===== config.mk =====
export PLATFORM = sky130hd
export DESIGN_NAME = casl_regfile
export DESIGN_NICKNAME = d
export VERILOG_FILES = /design/src/rtl/core/casl_pkg.sv /design/src/rtl/core/casl_regfile.sv
export SDC_FILE = /design/constraint.sdc
export NUM_CORES = 1
export LEC_CHECK = 0
export CAP_MARGIN = 20
export CORE_MARGIN = 2
export CORE_UTILIZATION = 45
export CTS_CLUSTER_DIAMETER = 60
export CTS_CLUSTER_SIZE = 20
export DETAILED_ROUTE_END_ITERATION = 6
export DONT_BUFFER_PORTS = 1
export GPL_TIMING_DRIVEN = 0
export PLACE_DENSITY = 0.58
export REMOVE_ABC_BUFFERS = 1
export SLEW_MARGIN = 20
export SYNTH_ARGS = -nofsm -noshare
export SYNTH_HDL_FRONTEND = slang
export SYNTH_SLANG_ARGS = --single-unit

===== constraint.sdc =====
create_clock -name aclk -period 3.8 [get_ports aclk]
set_input_delay 0.19 -clock aclk [delete_from_list [all_inputs] [get_ports aclk]]
set_output_delay 0.19 -clock aclk [all_outputs]
set_load 0.1 [all_outputs]

===== src/rtl/core/casl_pkg.sv =====
// Shared types, constants and helper functions of the CASL II instruction executor.
// Used by every module of the block; depends on nothing else.
package casl_pkg;

    localparam int MEMORY_WORDS   = 4096;  // power of two
    localparam int WORD_BITS      = 16;
    localparam int REGISTER_COUNT = 8;

    localparam int MEM_ADDR_BITS  = $clog2(MEMORY_WORDS);
    localparam int REG_IDX_BITS   = $clog2(REGISTER_COUNT);
    localparam int SHIFT_BITS     = $clog2(WORD_BITS);
    localparam int PC_BITS        = 12;
    localparam int IN_TDATA_BITS  = 40;
    localparam int OUT_TDATA_BITS = 32;

    typedef logic [WORD_BITS-1:0]     word_t;
    typedef logic [MEM_ADDR_BITS-1:0] maddr_t;
    typedef logic [REG_IDX_BITS-1:0]  ridx_t;
    typedef logic [PC_BITS-1:0]       pc_t;
    typedef logic [4:0]               mode_t;

    localparam mode_t MODE_START = 5'd0;
    localparam mode_t MODE_LD    = 5'd1;
    localparam mode_t MODE_LAD   = 5'd2;
    localparam mode_t MODE_ST    = 5'd3;
    localparam mode_t MODE_ADDA  = 5'd4;
    localparam mode_t MODE_SUBA  = 5'd5;
    localparam mode_t MODE_AND   = 5'd6;
    localparam mode_t MODE_OR    = 5'd7;
    localparam mode_t MODE_XOR   = 5'd8;
    localparam mode_t MODE_SLA   = 5'd9;
    localparam mode_t MODE_SRA   = 5'd10;
    localparam mode_t MODE_CPA   = 5'd11;
    localparam mode_t MODE_JPL   = 5'd12;
    localparam mode_t MODE_JMI   = 5'd13;
    localparam mode_t MODE_JNZ   = 5'd14;
    localparam mode_t MODE_JZE   = 5'd15;
    localparam mode_t MODE_JUMP  = 5'd16;
    localparam mode_t MODE_RET   = 5'd17;
    localparam mode_t MODE_SKIP  = 5'd18;
    localparam mode_t MODE_MEMWR = 5'd19;

    // Input beat, first field in the highest bits.
    typedef struct packed {
        logic signed [15:0] immediate;
        logic [11:0]        address;
        logic               operand_is_register;
        logic [2:0]         src_reg;
        logic [2:0]         dest_reg;
        mode_t              mode;
    } in_beat_t;

    // Output beat, first field in the highest bits, padded to whole bytes.
    typedef struct packed {
        logic               pad;
        logic               halted_out;
        logic               zero_out;
        logic               sign_out;
        logic signed [15:0] result_word;
        pc_t                next_pc;
    } out_beat_t;

    // Architectural flip-flop state seen by the execute logic.
    typedef struct packed {
        pc_t  pc;
        logic sign;
        logic zero;
        logic halt;
    } arch_t;

    // Everything one executed instruction changes.
    typedef struct packed {
        logic        reg_we;
        ridx_t       reg_waddr;
        word_t       reg_wdata;
        logic        mem_we;
        maddr_t      mem_waddr;
        word_t       mem_wdata;
        arch_t       arch;
        logic [15:0] result;
    } exec_t;

    // Register number modulo REGISTER_COUNT, by repeated subtraction on three bits.
    function automatic ridx_t reg_index(logic [2:0] r);
        logic [4:0] v;
        v = 5'(r);
        for (int i = 0; i < 3; i++) begin
            if (v >= 5'(REGISTER_COUNT)) begin
                v = v - 5'(REGISTER_COUNT);
            end
        end
        return v[REG_IDX_BITS-1:0];
    endfunction

    // Memory address modulo MEMORY_WORDS.
    function automatic maddr_t mem_index(logic [11:0] a);
        logic [31:0] w;
        w = 32'(a);
        return w[MEM_ADDR_BITS-1:0];
    endfunction

    // Sign-extends the 16-bit immediate to a machine word.
    function automatic word_t imm_to_word(logic signed [15:0] v);
        logic signed [31:0] e;
        e = 32'(v);
        return e[WORD_BITS-1:0];
    endfunction

    // Low 16 bits of a machine word, zero-extended if the word is narrower.
    function automatic logic [15:0] word_to_field(word_t w);
        logic [31:0] z;
        z = 32'(w);
        return z[15:0];
    endfunction

endpackage


===== src/rtl/core/casl_regfile.sv =====
// General register file of the CASL II executor: two registered read ports, one write port.
// Entries read as zero until first written after reset. Depends on casl_pkg.
module casl_regfile (
    input  logic             aclk,
    input  logic             aresetn,
    input  logic             rd_en,
    input  casl_pkg::ridx_t  raddr_a,
    input  casl_pkg::ridx_t  raddr_b,
    output casl_pkg::word_t  rdata_a,
    output casl_pkg::word_t  rdata_b,
    input  logic             we,
    input  casl_pkg::ridx_t  waddr,
    input  casl_pkg::word_t  wdata
);

    casl_pkg::word_t                        ram_reg [casl_pkg::REGISTER_COUNT];
    logic [casl_pkg::REGISTER_COUNT-1:0]    valid_reg;
    casl_pkg::word_t                        rdata_a_reg;
    casl_pkg::word_t                        rdata_b_reg;

    always_ff @(posedge aclk) begin
        if (we) begin
            ram_reg[waddr] <= wdata;
        end
    end

    always_ff @(posedge aclk) begin
        if (!aresetn) begin
            valid_reg <= '0;
        end else if (we) begin
            valid_reg[waddr] <= 1'b1;
        end
    end

    // A write landing on the same edge as the read is passed straight through.
    always_ff @(posedge aclk) begin
        if (rd_en) begin
            if (we && (waddr == raddr_a)) begin
                rdata_a_reg <= wdata;
            end else begin
                rdata_a_reg <= valid_reg[raddr_a] ? ram_reg[raddr_a] : '0;
            end
            if (we && (waddr == raddr_b)) begin
                rdata_b_reg <= wdata;
            end else begin
                rdata_b_reg <= valid_reg[raddr_b] ? ram_reg[raddr_b] : '0;
            end
        end
    end

    assign rdata_a = rdata_a_reg;
    assign rdata_b = rdata_b_reg;

endmodule


[Yosys cells after proc, flatten, opt, wreduce, memory -nomap -nowiden]
Memories as Yosys holds them, arrays and structs flattened.
Cells that the tools add are included.
Word-level totals
  bits in writable memories: 128
  register bits: 40
  memories kept: 1
Memory list
  ram_reg: depth 8, width 16, read ports 2, clocked after Yosys merged registers in 0, wr ports 1, line casl_regfile.sv:16  | casl_pkg::word_t ram_reg [casl_pkg::REGISTER_COUNT];
Cells by class
  eq/ne operators: 2
  reduce and logical (&&, ||, !) cells: 3
  muxes and demuxes: 12
  bitwise logic cells: 1
  $lt $le $gt $ge: 4
Operator list (count)
  2-to-1 mux 16 bit: 4
  < comparator 3 x 4 -> 1 bit, second input constant: 3
  bitwise OR 8 bit: 1
  binary-select mux 1 bit (select 3 bit): 2
  equality test 3 bit: 2
  2-to-1 mux 1 bit: 5
  demux 1 bit (select 3 bit): 1
  greater-or-equal comparator 3 x 1 -> 1 bit, second input constant: 1
  logical AND 1 bit: 3

[Depth between registers and ports, before layout]
  depth after elaboration: 5
  mapped depth: 8

[Worst setup path before layout]
OpenSTA, ideal clock, no wires.
  kind: in2reg
  from: input port waddr[1]
  to: memory ram_reg[0][0] in the netlist's numbering (enable)
  setup slack: 1.821 ns
  cell stages on the path: 2
  data arrival time: 1.568 ns
  data required time: 3.388 ns
  cells stage by stage: buf_4 -> nor3_1
RTL lines
  start, declared: line casl_regfile.sv:12  | input casl_pkg::ridx_t waddr,
  end, declared: line casl_regfile.sv:16
Straight into the memory's write port.

[Worst setup path after layout]
  from: register valid_reg[6] in the netlist's numbering
  to: register rdata_b_reg[0] (netlist: rdata_b[0]) (data pin)
Between the ends
  longest elaborated chain between the ends: 4
Ends and longest elaborated chain
  start, declared: line casl_regfile.sv:17  | logic [casl_pkg::REGISTER_COUNT-1:0] valid_reg;
  start signal, assigned: line casl_regfile.sv:29  | valid_reg <= '0;
  start signal, assigned by index: line casl_regfile.sv:31  | valid_reg[waddr] <= 1'b1;
  binary-select mux 1 bit (select 3 bit): line casl_regfile.sv:46  | rdata_b_reg <= valid_reg[raddr_b] ? ram_reg[raddr_b] : '0;
  2-to-1 mux 1 bit (not written as such): line casl_regfile.sv:46
  2-to-1 mux 16 bit: line casl_regfile.sv:46
  2-to-1 mux 16 bit: line casl_regfile.sv:43  | if (we && (waddr == raddr_b)) begin
  end signal, assigned: line casl_regfile.sv:44  | rdata_b_reg <= wdata;
  end signal, assigned: line casl_regfile.sv:46
  end, declared: line casl_regfile.sv:19  | casl_pkg::word_t rdata_b_reg;
No other way between the ends. The select of a mux whose other input is x is not followed.
A chain may end at the register's enable or synchronous reset.

==> results.sh <==
export IMPL_first_pass_iters=4
export IMPL_p_seq_frac=0.544
export IMPL_pwr_share_comb=0.067
export IMPL_cts_buffer_depth=2
export IMPL_maxSlewViolCount=0
export IMPL_cap_violations=0
export IMPL_criticalPathCategory="reg -> reg"
export IMPL_synth_edf_count=160
export IMPL_grt_usage=0.198
export IMPL_layout_nets=441
export IMPL_cp_start_kind="register"
export IMPL_cp_num_buf_inv=0
export IMPL_core_mm2=0.0166
export IMPL_rsz0062_at_grt="false"
export IMPL_p_sw_mw=1.04
export IMPL_crit_chain="mux4_2 -> nor2b_1 -> or4_4 -> o21ai_0"
export IMPL_grt_max_degree=38
export IMPL_cp_required_ps=4040
export IMPL_fin_crit_ps=1830
export IMPL_ir_drop_uv=330
export IMPL_antenna_left=0
export IMPL_cts_tree="yes"
export IMPL_fp_dieH_um=134
export IMPL_clock_skew_ps=8.72
export IMPL_p_clk_frac=0.390
export IMPL_area_growth_pct=12.3
export IMPL_rrSetupSlack_ps=1970
export IMPL_postPlaceCellArea_mm2=0.00779
export IMPL_power_leakage_nw=2.76
export IMPL_run_status="complete, no violations"
export IMPL_avgSynthCellArea_um2=19.0
export IMPL_ys_warnings_count=0
export IMPL_synth_seq_cells=168
export IMPL_max_freq_ghz=0.546
export IMPL_htreeDepth=4
export IMPL_ios=61
export IMPL_crit_path_top_delay_cell="or4_4"
export IMPL_grt_overflow=0
export IMPL_gp_congestion=0.646
export IMPL_hold_viol=0
export IMPL_path_clk_slew_ps=60
export IMPL_antennaDiodeCount=0
export IMPL_clk_latency_ps=430
export IMPL_synth_most_common_cell="edfxtp_1"
export IMPL_synth_top_area_share=0.631
export IMPL_fin_area_mm2=0.00856
export IMPL_p_per_area_mw_per_mm2=506
export IMPL_tightest_slew_ps=926
export IMPL_slowest_delay_ps=710
export IMPL_antenna_found_initial=0
export IMPL_fin_tns_setup_ps=0
export IMPL_dp_hpwl_um=9070
export IMPL_drt_iter0_drc=278
export IMPL_crit_path_end_kind="register"
export IMPL_grt_pass1_vias=4259
export IMPL_period_share=0.482
export IMPL_cts_buffers_inserted=17
export IMPL_synth_area_top_cells="edfxtp_1 63%, mux4_2 20%, mux2i_1 4.2%, o21ai_2 2.3%, dfxtp_1 2.1%"
export IMPL_cts_sinks=168
export IMPL_setup_viol=0
export IMPL_synth_top_flop_cell="edfxtp_1"
export IMPL_initial_core_util=0.459
export IMPL_switching_share=0.241
export IMPL_port_buffer_count=0
export IMPL_post_drt_wl_per_cell_um=25.9
export IMPL_cts_root_buf="clkbuf_16"
export IMPL_slew_headroom=0.384
export IMPL_synthCells=402
export IMPL_largest_reg_flops=128
export IMPL_rows=47
export IMPL_syn_area_mm2=0.00762
export IMPL_yosysUniqueCellTypes=23
export IMPL_vias=3844
export IMPL_drc_errors=0
export IMPL_drive_gt1_frac=0.315
export IMPL_yosys_top_cells_count="160 x edfxtp_1, 66 x mux4_2, 34 x nand2_1"
export IMPL_ys_async_sr_fraction=0
export IMPL_drt_wl_total_um=16700
export IMPL_dieWidth_um=134
export IMPL_yosysTopAreaCell="edfxtp_1"
export IMPL_cp_arrival_ps=2080
export IMPL_fp_dieArea_mm2=0.0180
export IMPL_synth_seq_area_share=0.652
export IMPL_internal_power_mw=3.29
export IMPL_critPathTopFamily="simple AND/OR/NAND/NOR gates"
export IMPL_worst_path_max_fanout=16
export IMPL_vias_per_cell=5.96
export IMPL_grt_pass1_wl_um=25200
export IMPL_hold_class="in -> reg"
==> per-layer routing <==
layer | track usage | share of wire | wire length, um
met1 | 0.255 | 0.42 | 6970
met2 | 0.331 | 0.52 | 8600
met3 | 0.0510 | 0.052 | 868
met4 | 0.0678 | 0.015 | 252
met5 | 0 | 0 | 0
==> logic make-up after synthesis <==
| kind of cell | share of synthesized area |
|---|---|
| flops | 0.652 |
| mux | 0.240 |
| simple gates | 0.0346 |
| compound gates | 0.0411 |
| buf+inv | 0.0258 |
| xor+xnor | 0.00690 |
==> path summary, 6_finish.rpt <==
| check | startpoint | endpoint | depth (start not counted) |
|---|---|---|---|
| worst max-delay path | valid_reg[6] | rdata_b[0] | 4 |
| worst min-delay path | wdata[0] | rdata_b[0] | 2 |
| worst max register to register | valid_reg[6] | rdata_b[0] | 4 |
| worst min register to register | valid_reg[0] | valid_reg[0] | 1 |
==> power groups by stage <==
stage | clock network (mW) | logic [mW] | registers, mW
2_1_floorplan | 0 | 0.194 | 2.38
3_3_place_gp | 0 | 0.237 | 2.39
3_5_place_dp | 0 | 0.247 | 2.39
4_1_cts | 1.72 | 0.293 | 2.35
5_1_grt | 1.79 | 0.310 | 2.36
6_report | 1.69 | 0.288 | 2.35
==> stage by stage <==
step	power, mW	worst slack (ps)	cells	hold slack, ps	util
2_1_floorplan	2.58	1840	371	289	-
3_3_place_gp	2.63	382	591	289	0.464
3_5_place_dp	2.64	1890	595	289	0.470
4_1_cts	4.37	1930	645	5.32	0.516
5_1_grt	4.46	1850	645	23.5	0.516
6_report	4.33	1970	645	11.9	0.516
==> area by class of cell <==
| cell class | instances | area, um2 |
|---|---|---|
| multi-input combinational | 203 | 2510 |
| timing repair buffer | 22 | 224 |
| clock inverter | 9 | 100 |
| tap | 220 | 275 |
| fill | 1349 | 8030 |
| clock buffer | 23 | 478 |
| sequential | 168 | 4960 |
==> cells in the final DEF, fill, tap and decap left out, drive strengths merged <==
cell | Yosys | routed
nand2b | 3 | 3
edfxtp | 160 | 160
dfxtp | 8 | 8
nor3b | 2 | 2
nor2 | 6 | 6
buf | 19 | 5
clkbuf | 12 | 23
nand2 | 34 | 34
and4 | 2 | 2
clkinv | 0 | 5
o21ai | 32 | 32
mux4 | 66 | 66
or4 | 2 | 2
mux2 | 2 | 2
dlygate4sd3 | 0 | 17
nor3 | 2 | 2
a2111oi | 2 | 2
mux2i | 32 | 32
nor2b | 4 | 4
bufinv | 0 | 2
clkinvlp | 0 | 2
xnor2 | 6 | 6
o21a | 8 | 8
==> timing repair <==
item	CTS	global route
endpoints found under the hold margin	199	0
resized for setup	0	0
hold buffers	18	0
setup buffers	0	0
(Power assumes the default switching activity.)
