<file path="src/rtl/core/casl_pkg.sv">
// Shared types, constants and helper functions of the CASL II instruction executor.
// Used by every module of the block; depends on nothing else.
package casl_pkg;

    localparam int MEMORY_WORDS   = 4096;  // power of two
    localparam int WORD_BITS      = 16;
    localparam int REGISTER_COUNT = 8;

    localparam int MEM_ADDR_BITS  = $clog2(MEMORY_WORDS);
    localparam int REG_IDX_BITS   = $clog2(REGISTER_COUNT);
    localparam int SHIFT_BITS     = $clog2(WORD_BITS);
    localparam int PC_BITS        = 12;
    localparam int IN_TDATA_BITS  = 40;
    localparam int OUT_TDATA_BITS = 32;

    typedef logic [WORD_BITS-1:0]     word_t;
    typedef logic [MEM_ADDR_BITS-1:0] maddr_t;
    typedef logic [REG_IDX_BITS-1:0]  ridx_t;
    typedef logic [PC_BITS-1:0]       pc_t;
    typedef logic [4:0]               mode_t;

    localparam mode_t MODE_START = 5'd0;
    localparam mode_t MODE_LD    = 5'd1;
    localparam mode_t MODE_LAD   = 5'd2;
    localparam mode_t MODE_ST    = 5'd3;
    localparam mode_t MODE_ADDA  = 5'd4;
    localparam mode_t MODE_SUBA  = 5'd5;
    localparam mode_t MODE_AND   = 5'd6;
    localparam mode_t MODE_OR    = 5'd7;
    localparam mode_t MODE_XOR   = 5'd8;
    localparam mode_t MODE_SLA   = 5'd9;
    localparam mode_t MODE_SRA   = 5'd10;
    localparam mode_t MODE_CPA   = 5'd11;
    localparam mode_t MODE_JPL   = 5'd12;
    localparam mode_t MODE_JMI   = 5'd13;
    localparam mode_t MODE_JNZ   = 5'd14;
    localparam mode_t MODE_JZE   = 5'd15;
    localparam mode_t MODE_JUMP  = 5'd16;
    localparam mode_t MODE_RET   = 5'd17;
    localparam mode_t MODE_SKIP  = 5'd18;
    localparam mode_t MODE_MEMWR = 5'd19;

    // Input beat, first field in the highest bits.
    typedef struct packed {
        logic signed [15:0] immediate;
        logic [11:0]        address;
        logic               operand_is_register;
        logic [2:0]         src_reg;
        logic [2:0]         dest_reg;
        mode_t              mode;
    } in_beat_t;

    // Output beat, first field in the highest bits, padded to whole bytes.
    typedef struct packed {
        logic               pad;
        logic               halted_out;
        logic               zero_out;
        logic               sign_out;
        logic signed [15:0] result_word;
        pc_t                next_pc;
    } out_beat_t;

    // Architectural flip-flop state seen by the execute logic.
    typedef struct packed {
        pc_t  pc;
        logic sign;
        logic zero;
        logic halt;
    } arch_t;

    // Everything one executed instruction changes.
    typedef struct packed {
        logic        reg_we;
        ridx_t       reg_waddr;
        word_t       reg_wdata;
        logic        mem_we;
        maddr_t      mem_waddr;
        word_t       mem_wdata;
        arch_t       arch;
        logic [15:0] result;
    } exec_t;

    // Register number modulo REGISTER_COUNT, by repeated subtraction on three bits.
    function automatic ridx_t reg_index(logic [2:0] r);
        logic [4:0] v;
        v = 5'(r);
        for (int i = 0; i < 3; i++) begin
            if (v >= 5'(REGISTER_COUNT)) begin
                v = v - 5'(REGISTER_COUNT);
            end
        end
        return v[REG_IDX_BITS-1:0];
    endfunction

    // Memory address modulo MEMORY_WORDS.
    function automatic maddr_t mem_index(logic [11:0] a);
        logic [31:0] w;
        w = 32'(a);
        return w[MEM_ADDR_BITS-1:0];
    endfunction

    // Sign-extends the 16-bit immediate to a machine word.
    function automatic word_t imm_to_word(logic signed [15:0] v);
        logic signed [31:0] e;
        e = 32'(v);
        return e[WORD_BITS-1:0];
    endfunction

    // Low 16 bits of a machine word, zero-extended if the word is narrower.
    function automatic logic [15:0] word_to_field(word_t w);
        logic [31:0] z;
        z = 32'(w);
        return z[15:0];
    endfunction

endpackage

</file>
<file path="src/rtl/core/casl_alu.sv">
// Execute logic of the CASL II executor: computes register, memory, flag and PC updates.
// Purely combinational. Depends on casl_pkg.
module casl_alu (
    input  casl_pkg::in_beat_t instr,
    input  casl_pkg::word_t    dest_word,
    input  casl_pkg::word_t    src_word,
    input  casl_pkg::word_t    mem_word,
    input  casl_pkg::arch_t    arch,
    output casl_pkg::exec_t    ex
);

    casl_pkg::word_t              opnd;
    casl_pkg::word_t              nw;
    casl_pkg::word_t              shl_word;
    casl_pkg::word_t              sra_word;
    logic [15:0]                  count;
    logic                         count_big;
    logic [casl_pkg::SHIFT_BITS-1:0] sh;
    casl_pkg::pc_t                pc_plus1;
    casl_pkg::pc_t                pc_plus2;
    casl_pkg::pc_t                pc_plus3;
    logic                         writes_reg;

    assign opnd      = instr.operand_is_register ? src_word : mem_word;
    assign count     = instr.immediate;
    assign count_big = count >= 16'(casl_pkg::WORD_BITS);
    assign sh        = count[casl_pkg::SHIFT_BITS-1:0];
    assign shl_word  = count_big ? '0 : (dest_word << sh);
    assign sra_word  = count_big ? {casl_pkg::WORD_BITS{dest_word[casl_pkg::WORD_BITS-1]}}
                                 : casl_pkg::word_t'($signed(dest_word) >>> sh);
    assign pc_plus1  = arch.pc + casl_pkg::pc_t'(1);
    assign pc_plus2  = arch.pc + casl_pkg::pc_t'(2);
    assign pc_plus3  = arch.pc + casl_pkg::pc_t'(3);

    always_comb begin
        ex            = '0;
        ex.arch       = arch;
        ex.reg_waddr  = casl_pkg::reg_index(instr.dest_reg);
        ex.mem_waddr  = casl_pkg::mem_index(instr.address);
        ex.mem_wdata  = dest_word;
        nw            = dest_word;
        writes_reg    = 1'b0;
        if (!arch.halt) begin
            case (instr.mode)
                casl_pkg::MODE_START, casl_pkg::MODE_SKIP: begin
                    ex.arch.pc = pc_plus1;
                end
                casl_pkg::MODE_LD: begin
                    nw = opnd;
                    ex.arch.zero = (nw == '0);
                    writes_reg = 1'b1;
                    ex.arch.pc = pc_plus3;
                end
                casl_pkg::MODE_LAD: begin
                    nw = casl_pkg::imm_to_word(instr.immediate);
                    writes_reg = 1'b1;
                    ex.arch.pc = pc_plus3;
                end
                casl_pkg::MODE_ST: begin
                    ex.mem_we = 1'b1;
                    ex.result = casl_pkg::word_to_field(dest_word);
                    ex.arch.pc = pc_plus3;
                end
                casl_pkg::MODE_ADDA: begin
                    nw = dest_word + opnd;
                    ex.arch.zero = (nw == '0);
                    writes_reg = 1'b1;
                    ex.arch.pc = pc_plus3;
                end
                casl_pkg::MODE_SUBA, casl_pkg::MODE_AND, casl_pkg::MODE_OR,
                casl_pkg::MODE_XOR, casl_pkg::MODE_SLA, casl_pkg::MODE_SRA: begin
                    case (instr.mode)
                        casl_pkg::MODE_SUBA: nw = dest_word - opnd;
                        casl_pkg::MODE_AND:  nw = dest_word & opnd;
                        casl_pkg::MODE_OR:   nw = dest_word | opnd;
                        casl_pkg::MODE_XOR:  nw = dest_word ^ opnd;
                        casl_pkg::MODE_SLA:  nw = shl_word;
                        default:             nw = sra_word;
                    endcase
                    ex.arch.zero = (nw == '0);
                    ex.arch.sign = nw[casl_pkg::WORD_BITS-1];
                    writes_reg = 1'b1;
                    ex.arch.pc = pc_plus3;
                end
                casl_pkg::MODE_CPA: begin
                    ex.arch.sign = ($signed(dest_word) < $signed(opnd));
                    ex.arch.zero = (dest_word == opnd);
                    ex.arch.pc = pc_plus3;
                end
                casl_pkg::MODE_JPL: begin
                    ex.arch.pc = (!arch.sign && !arch.zero) ? instr.address : pc_plus2;
                end
                casl_pkg::MODE_JMI: begin
                    ex.arch.pc = arch.sign ? instr.address : pc_plus2;
                end
                casl_pkg::MODE_JNZ: begin
                    ex.arch.pc = !arch.zero ? instr.address : pc_plus2;
                end
                casl_pkg::MODE_JZE: begin
                    ex.arch.pc = arch.zero ? instr.address : pc_plus2;
                end
                casl_pkg::MODE_JUMP: begin
                    ex.arch.pc = instr.address;
                end
                casl_pkg::MODE_RET: begin
                    ex.arch.halt = 1'b1;
                end
                casl_pkg::MODE_MEMWR: begin
                    ex.mem_we    = 1'b1;
                    ex.mem_wdata = casl_pkg::imm_to_word(instr.immediate);
                    ex.result    = casl_pkg::word_to_field(ex.mem_wdata);
                end
                default: begin
                end
            endcase
        end
        ex.reg_we    = writes_reg;
        ex.reg_wdata = nw;
        if (writes_reg) begin
            ex.result = casl_pkg::word_to_field(nw);
        end
    end

endmodule

</file>
<file path="config.mk">
export PLATFORM = sky130hd
export DESIGN_NAME = casl_alu
export DESIGN_NICKNAME = d
export VERILOG_FILES = /design/src/rtl/core/casl_pkg.sv /design/src/rtl/core/casl_alu.sv
export SDC_FILE = /design/constraint.sdc
export NUM_CORES = 1
export LEC_CHECK = 0
export BUFFER_PORTS_ARGS = -buffer_cell sky130_fd_sc_hd__buf_2
export CORE_MARGIN = 1
export CORE_UTILIZATION = 34
export DETAILED_ROUTE_END_ITERATION = 8
export SETUP_SLACK_MARGIN = 0.5
export SYNTH_ARGS = -nofsm -noshare
export SYNTH_HDL_FRONTEND = slang
export SYNTH_SLANG_ARGS = --single-unit
</file>
<file path="constraint.sdc">
create_clock -name vclk -period 5.2
set_input_delay 0.26 -clock vclk [all_inputs]
set_output_delay 0.26 -clock vclk [all_outputs]
set_load 0.005 [all_outputs]
</file>
# == Word-level counts from Yosys, hierarchy flattened ==
# Cells that the tools add are included.
# totals
out_inout_bits,80
wordCells,68
register_bits,0
# classes
muxes,24
order_cmp,2
reduce_logical,12
shifts,2
n_bitwise,3
addsub,5
eq_ne,20
# ops
cell,n
16-bit two-way mux,8
12-bit case mux with 7 select lines,1
16-bit case mux with 5 select lines,1
16-bit case mux with 4 select lines,1
16-bit zero test,3
12-bit two-way mux,4
47-bit two-way mux,1
5-bit by 4-bit equality test with 1-bit output (second input constant),8
16-bit case mux with 2 select lines,1
12-bit by 2-bit adder with 12-bit output (second input constant),2
5-bit by 3-bit equality test with 1-bit output (second input constant),4
5-bit equality test (second input constant),4
16-bit adder,1
16-bit AND,1
16-bit equality test,1
16-bit by 5-bit greater-or-equal comparator with 1-bit output (second input constant),1
16-bit < comparator,1
16-bit bitwise OR,1
16-bit by 4-bit << shifter with 16-bit output,1
16-bit by 4-bit >>> shifter with 16-bit output,1
16-bit subtractor,1
16-bit XOR,1
12-bit by 1-bit adder with 12-bit output (second input constant),1
11-bit OR reduction,1
other kinds (11),18

# == Depth between registers and ports, before layout ==
# depth
ltp_word,9
depth_mapped,14
ltp_nobuf,13

# == Worst setup path after synthesis ==
# OpenSTA, ideal clock, no wires.
# synth_timing
path_type,input-to-output
from,input instr[11] (netlist name)
to,output ex[17] (netlist name)
slack_ns,1.449
arrival_time_ns,3.491
stages,13
n_path_buf,3
cell_sequence,clkbuf_1 > buf_1 > mux2i_1 > ha_1 > buf_2 > o211a_1 > o31a_1 > o21a_1 > or3_1 > a2111o_1 > nor4_1 > a31oi_1 > o21ai_1
# synth_rtl
item,line,source
start: declaration,casl_alu.sv:4,"input casl_pkg::in_beat_t instr,"
end: declaration,casl_alu.sv:9,output casl_pkg::exec_t ex

==> flow_summary.yaml <==
layout:
  fin_cells: 1306
  multiInputGateArea_sq_um: 5950
  fillCellCount: 2066
  nNetsFinal: 1206
  seq_cells: 0
  final_area_sq_um: 7520
  seqCellArea_sq_um: 0
  drive_gt1_frac: 0.250
  area_growth_pct: 12.6
  n_clock_buffer: 0
  insertedDiodeCount: 0
floorplan:
  dieArea_sq_um: 20200
  core_sq_um: 19000
  ios: 183
  die_h_um: 142
  rows: 50
  start_util: 0.352
  die_x_um: 142
logic_synthesis:
  netlist_area_sq_um: 6680
  ys_top_cells_by_count: "nand2_1, o21ai_0, inv_1, nor2_1, ha_1"
  synthTopCellsByArea: "ha_1, mux2i_1, o21ai_0"
  syn_inst: 950
  syn_nets: 1108
  synth_seq_area_share: 0
  yosysMostFrequentCell: "nand2_1"
  synth.distinct_cells: 96
  syn_area_per_cell_sq_um: 7.03
  ys_warn_count: 0
  synth_top_cell_area_share: 0.0975
  synth_top_area_cell: "ha_1"
critical_path:
  end_kind: "output pin"
  crit_start: "instr[11]"
  cp.arrival_ns: 4.13
  path_cells: "buf_2, mux2i_2, inv_1, ha_1, fa_1, nor2b_1, o31a_1, o21a_1, or3_1, a2111o_1, nor4_1, a31oi_1, o21ai_1, buf_2"
  critPathMaxFanout: 7
  crit_required_ns: 4.94
  slowest_delay_ns: 0.44
  crit_slowest_cell: "fa_1"
  crit_path_frequent_cell: "buf_2"
  critPathLaunchType: "input port"
  crit_end: "ex[17]"
  worst-setup-path-type: "input port to output pin"
placed_design:
  post_dp_cell_area_sq_um: 7520
  hpwl_um: 23800
  numPortBuffers: 174
  dp.cells: 1306
  gp_congestion: 1.01
clock_tree:
  cts_hold_buf: 0
global_routing:
  grt_overflow: 0
  grt_pass1_wl_um: 45100
  antenna_found_initial: 0
  grt_pass1_vias: 7484
  grt_max_degree: 45
  grt.total_usage: 0.289
timing:
  worst_pin_slew_ns: 1.20
  holdWs_ns: 0.520
  tns_ns: 0
  period_minus_slack_ns: 4.39
  slew_headroom: 0.198
  slew_violations: 0
  finalSetupViolations: 0
  clock.fmax_ghz: 0.228
  finalCritPeriodShare: 0.845
  finalHoldViolCount: 0
  grt_setup_unrepaired: "no"
detailed_routing:
  wirelength_um: 29800
  num_vias: 8242
  drtIter0Drc: 875
  post_drt_wl_per_cell_um: 22.8
  viasPerCell: 6.31
  drc: 0
  drtPass1Iterations: 5
  postRouteAntennaNets: 0
hold_path:
  hold_path.class: "input port to output pin"
  holdPathStages: 0
flow_run:
  drv_cap: 0
pwr:
  leakage_nw: 3.19
  ir_drop_mv: 0.0445
  p_per_area_nw_per_um2: 100
run_status:
  outcome: "finished clean"
==> cell families after synthesis <==
kind of cell | count (synthesis) | share of synthesized area
fa+ha+maj | 55 | 0.106
xor+xnor | 19 | 0.0249
compound gates | 346 | 0.369
mux | 76 | 0.155
simple gates | 296 | 0.234
buf+inv | 158 | 0.110
==> worst min path at each step <==
stage,start,to,slack (ns)
2_1_floorplan,instr[12],ex[47],0.60
3_3_place_gp,instr[5],ex[76],0.52
3_5_place_dp,instr[5],ex[76],0.52
4_1_cts,instr[5],ex[76],0.52
5_1_grt,instr[7],ex[78],0.52
6_report,instr[7],ex[78],0.52
==> area by class of cell <==
type                            count  share of cell area
Tap cell                          260              0.0433
Multi-Input combinational cell    792               0.792
Inverter                           61              0.0304
Timing Repair Buffer              193               0.135
==> worst max-delay path: cells and delay by family <==
| family | cells | cell delay, ns |
|---|---|---|
| compound gates | 5 | 1.29 |
| simple gates | 3 | 0.91 |
| fa+ha+maj | 2 | 0.70 |
| buf+inv | 3 | 0.52 |
| mux | 1 | 0.42 |
==> cells in the final DEF (no fill, tap or decap), types with 16 or more instances in the layout <==
master,instances
nand3_1,17
mux2i_1,37
nor3_1,16
a31oi_1,16
nand2_1,92
inv_1,58
a21oi_1,49
ha_1,52
a211oi_1,18
buf_2,174
buf_4,19
nor2b_1,16
nor2_1,58
o21ai_0,73
==> report_power, final <==
part	switching, W	internal [W]
combinational	0.000467	0.000285
clock	0	0
sequential	0	0
==> metal layers <==
layer  share of wire  wire [um]  vias up  global-route usage
met4           0.036       1080        0              0.0872
met2            0.44      13000      501               0.464
met3            0.11       3160       73              0.0424
met5               0          0        -                   0
met1            0.42      12500     3862               0.396
li1                -          -     3806                   -
==> per-stage QoR <==
| step | utilization | setup WS (ns) | power (W) |
|---|---|---|---|
| after floorplan | - | 1.45 | 0.000492 |
| after global placement | 0.397 | 0.874 | 0.000734 |
| after detailed placement | 0.397 | 0.823 | 0.000731 |
| after CTS | 0.397 | 0.804 | 0.000734 |
| after global routing | 0.397 | 0.626 | 0.000812 |
| final | 0.397 | 0.807 | 0.000752 |
==> timing repair <==
item                                    CTS  global route
endpoints found under the setup margin    0             1
setup buffers                             0             0
resized for setup                         0             1
(Power assumes the default switching activity.)
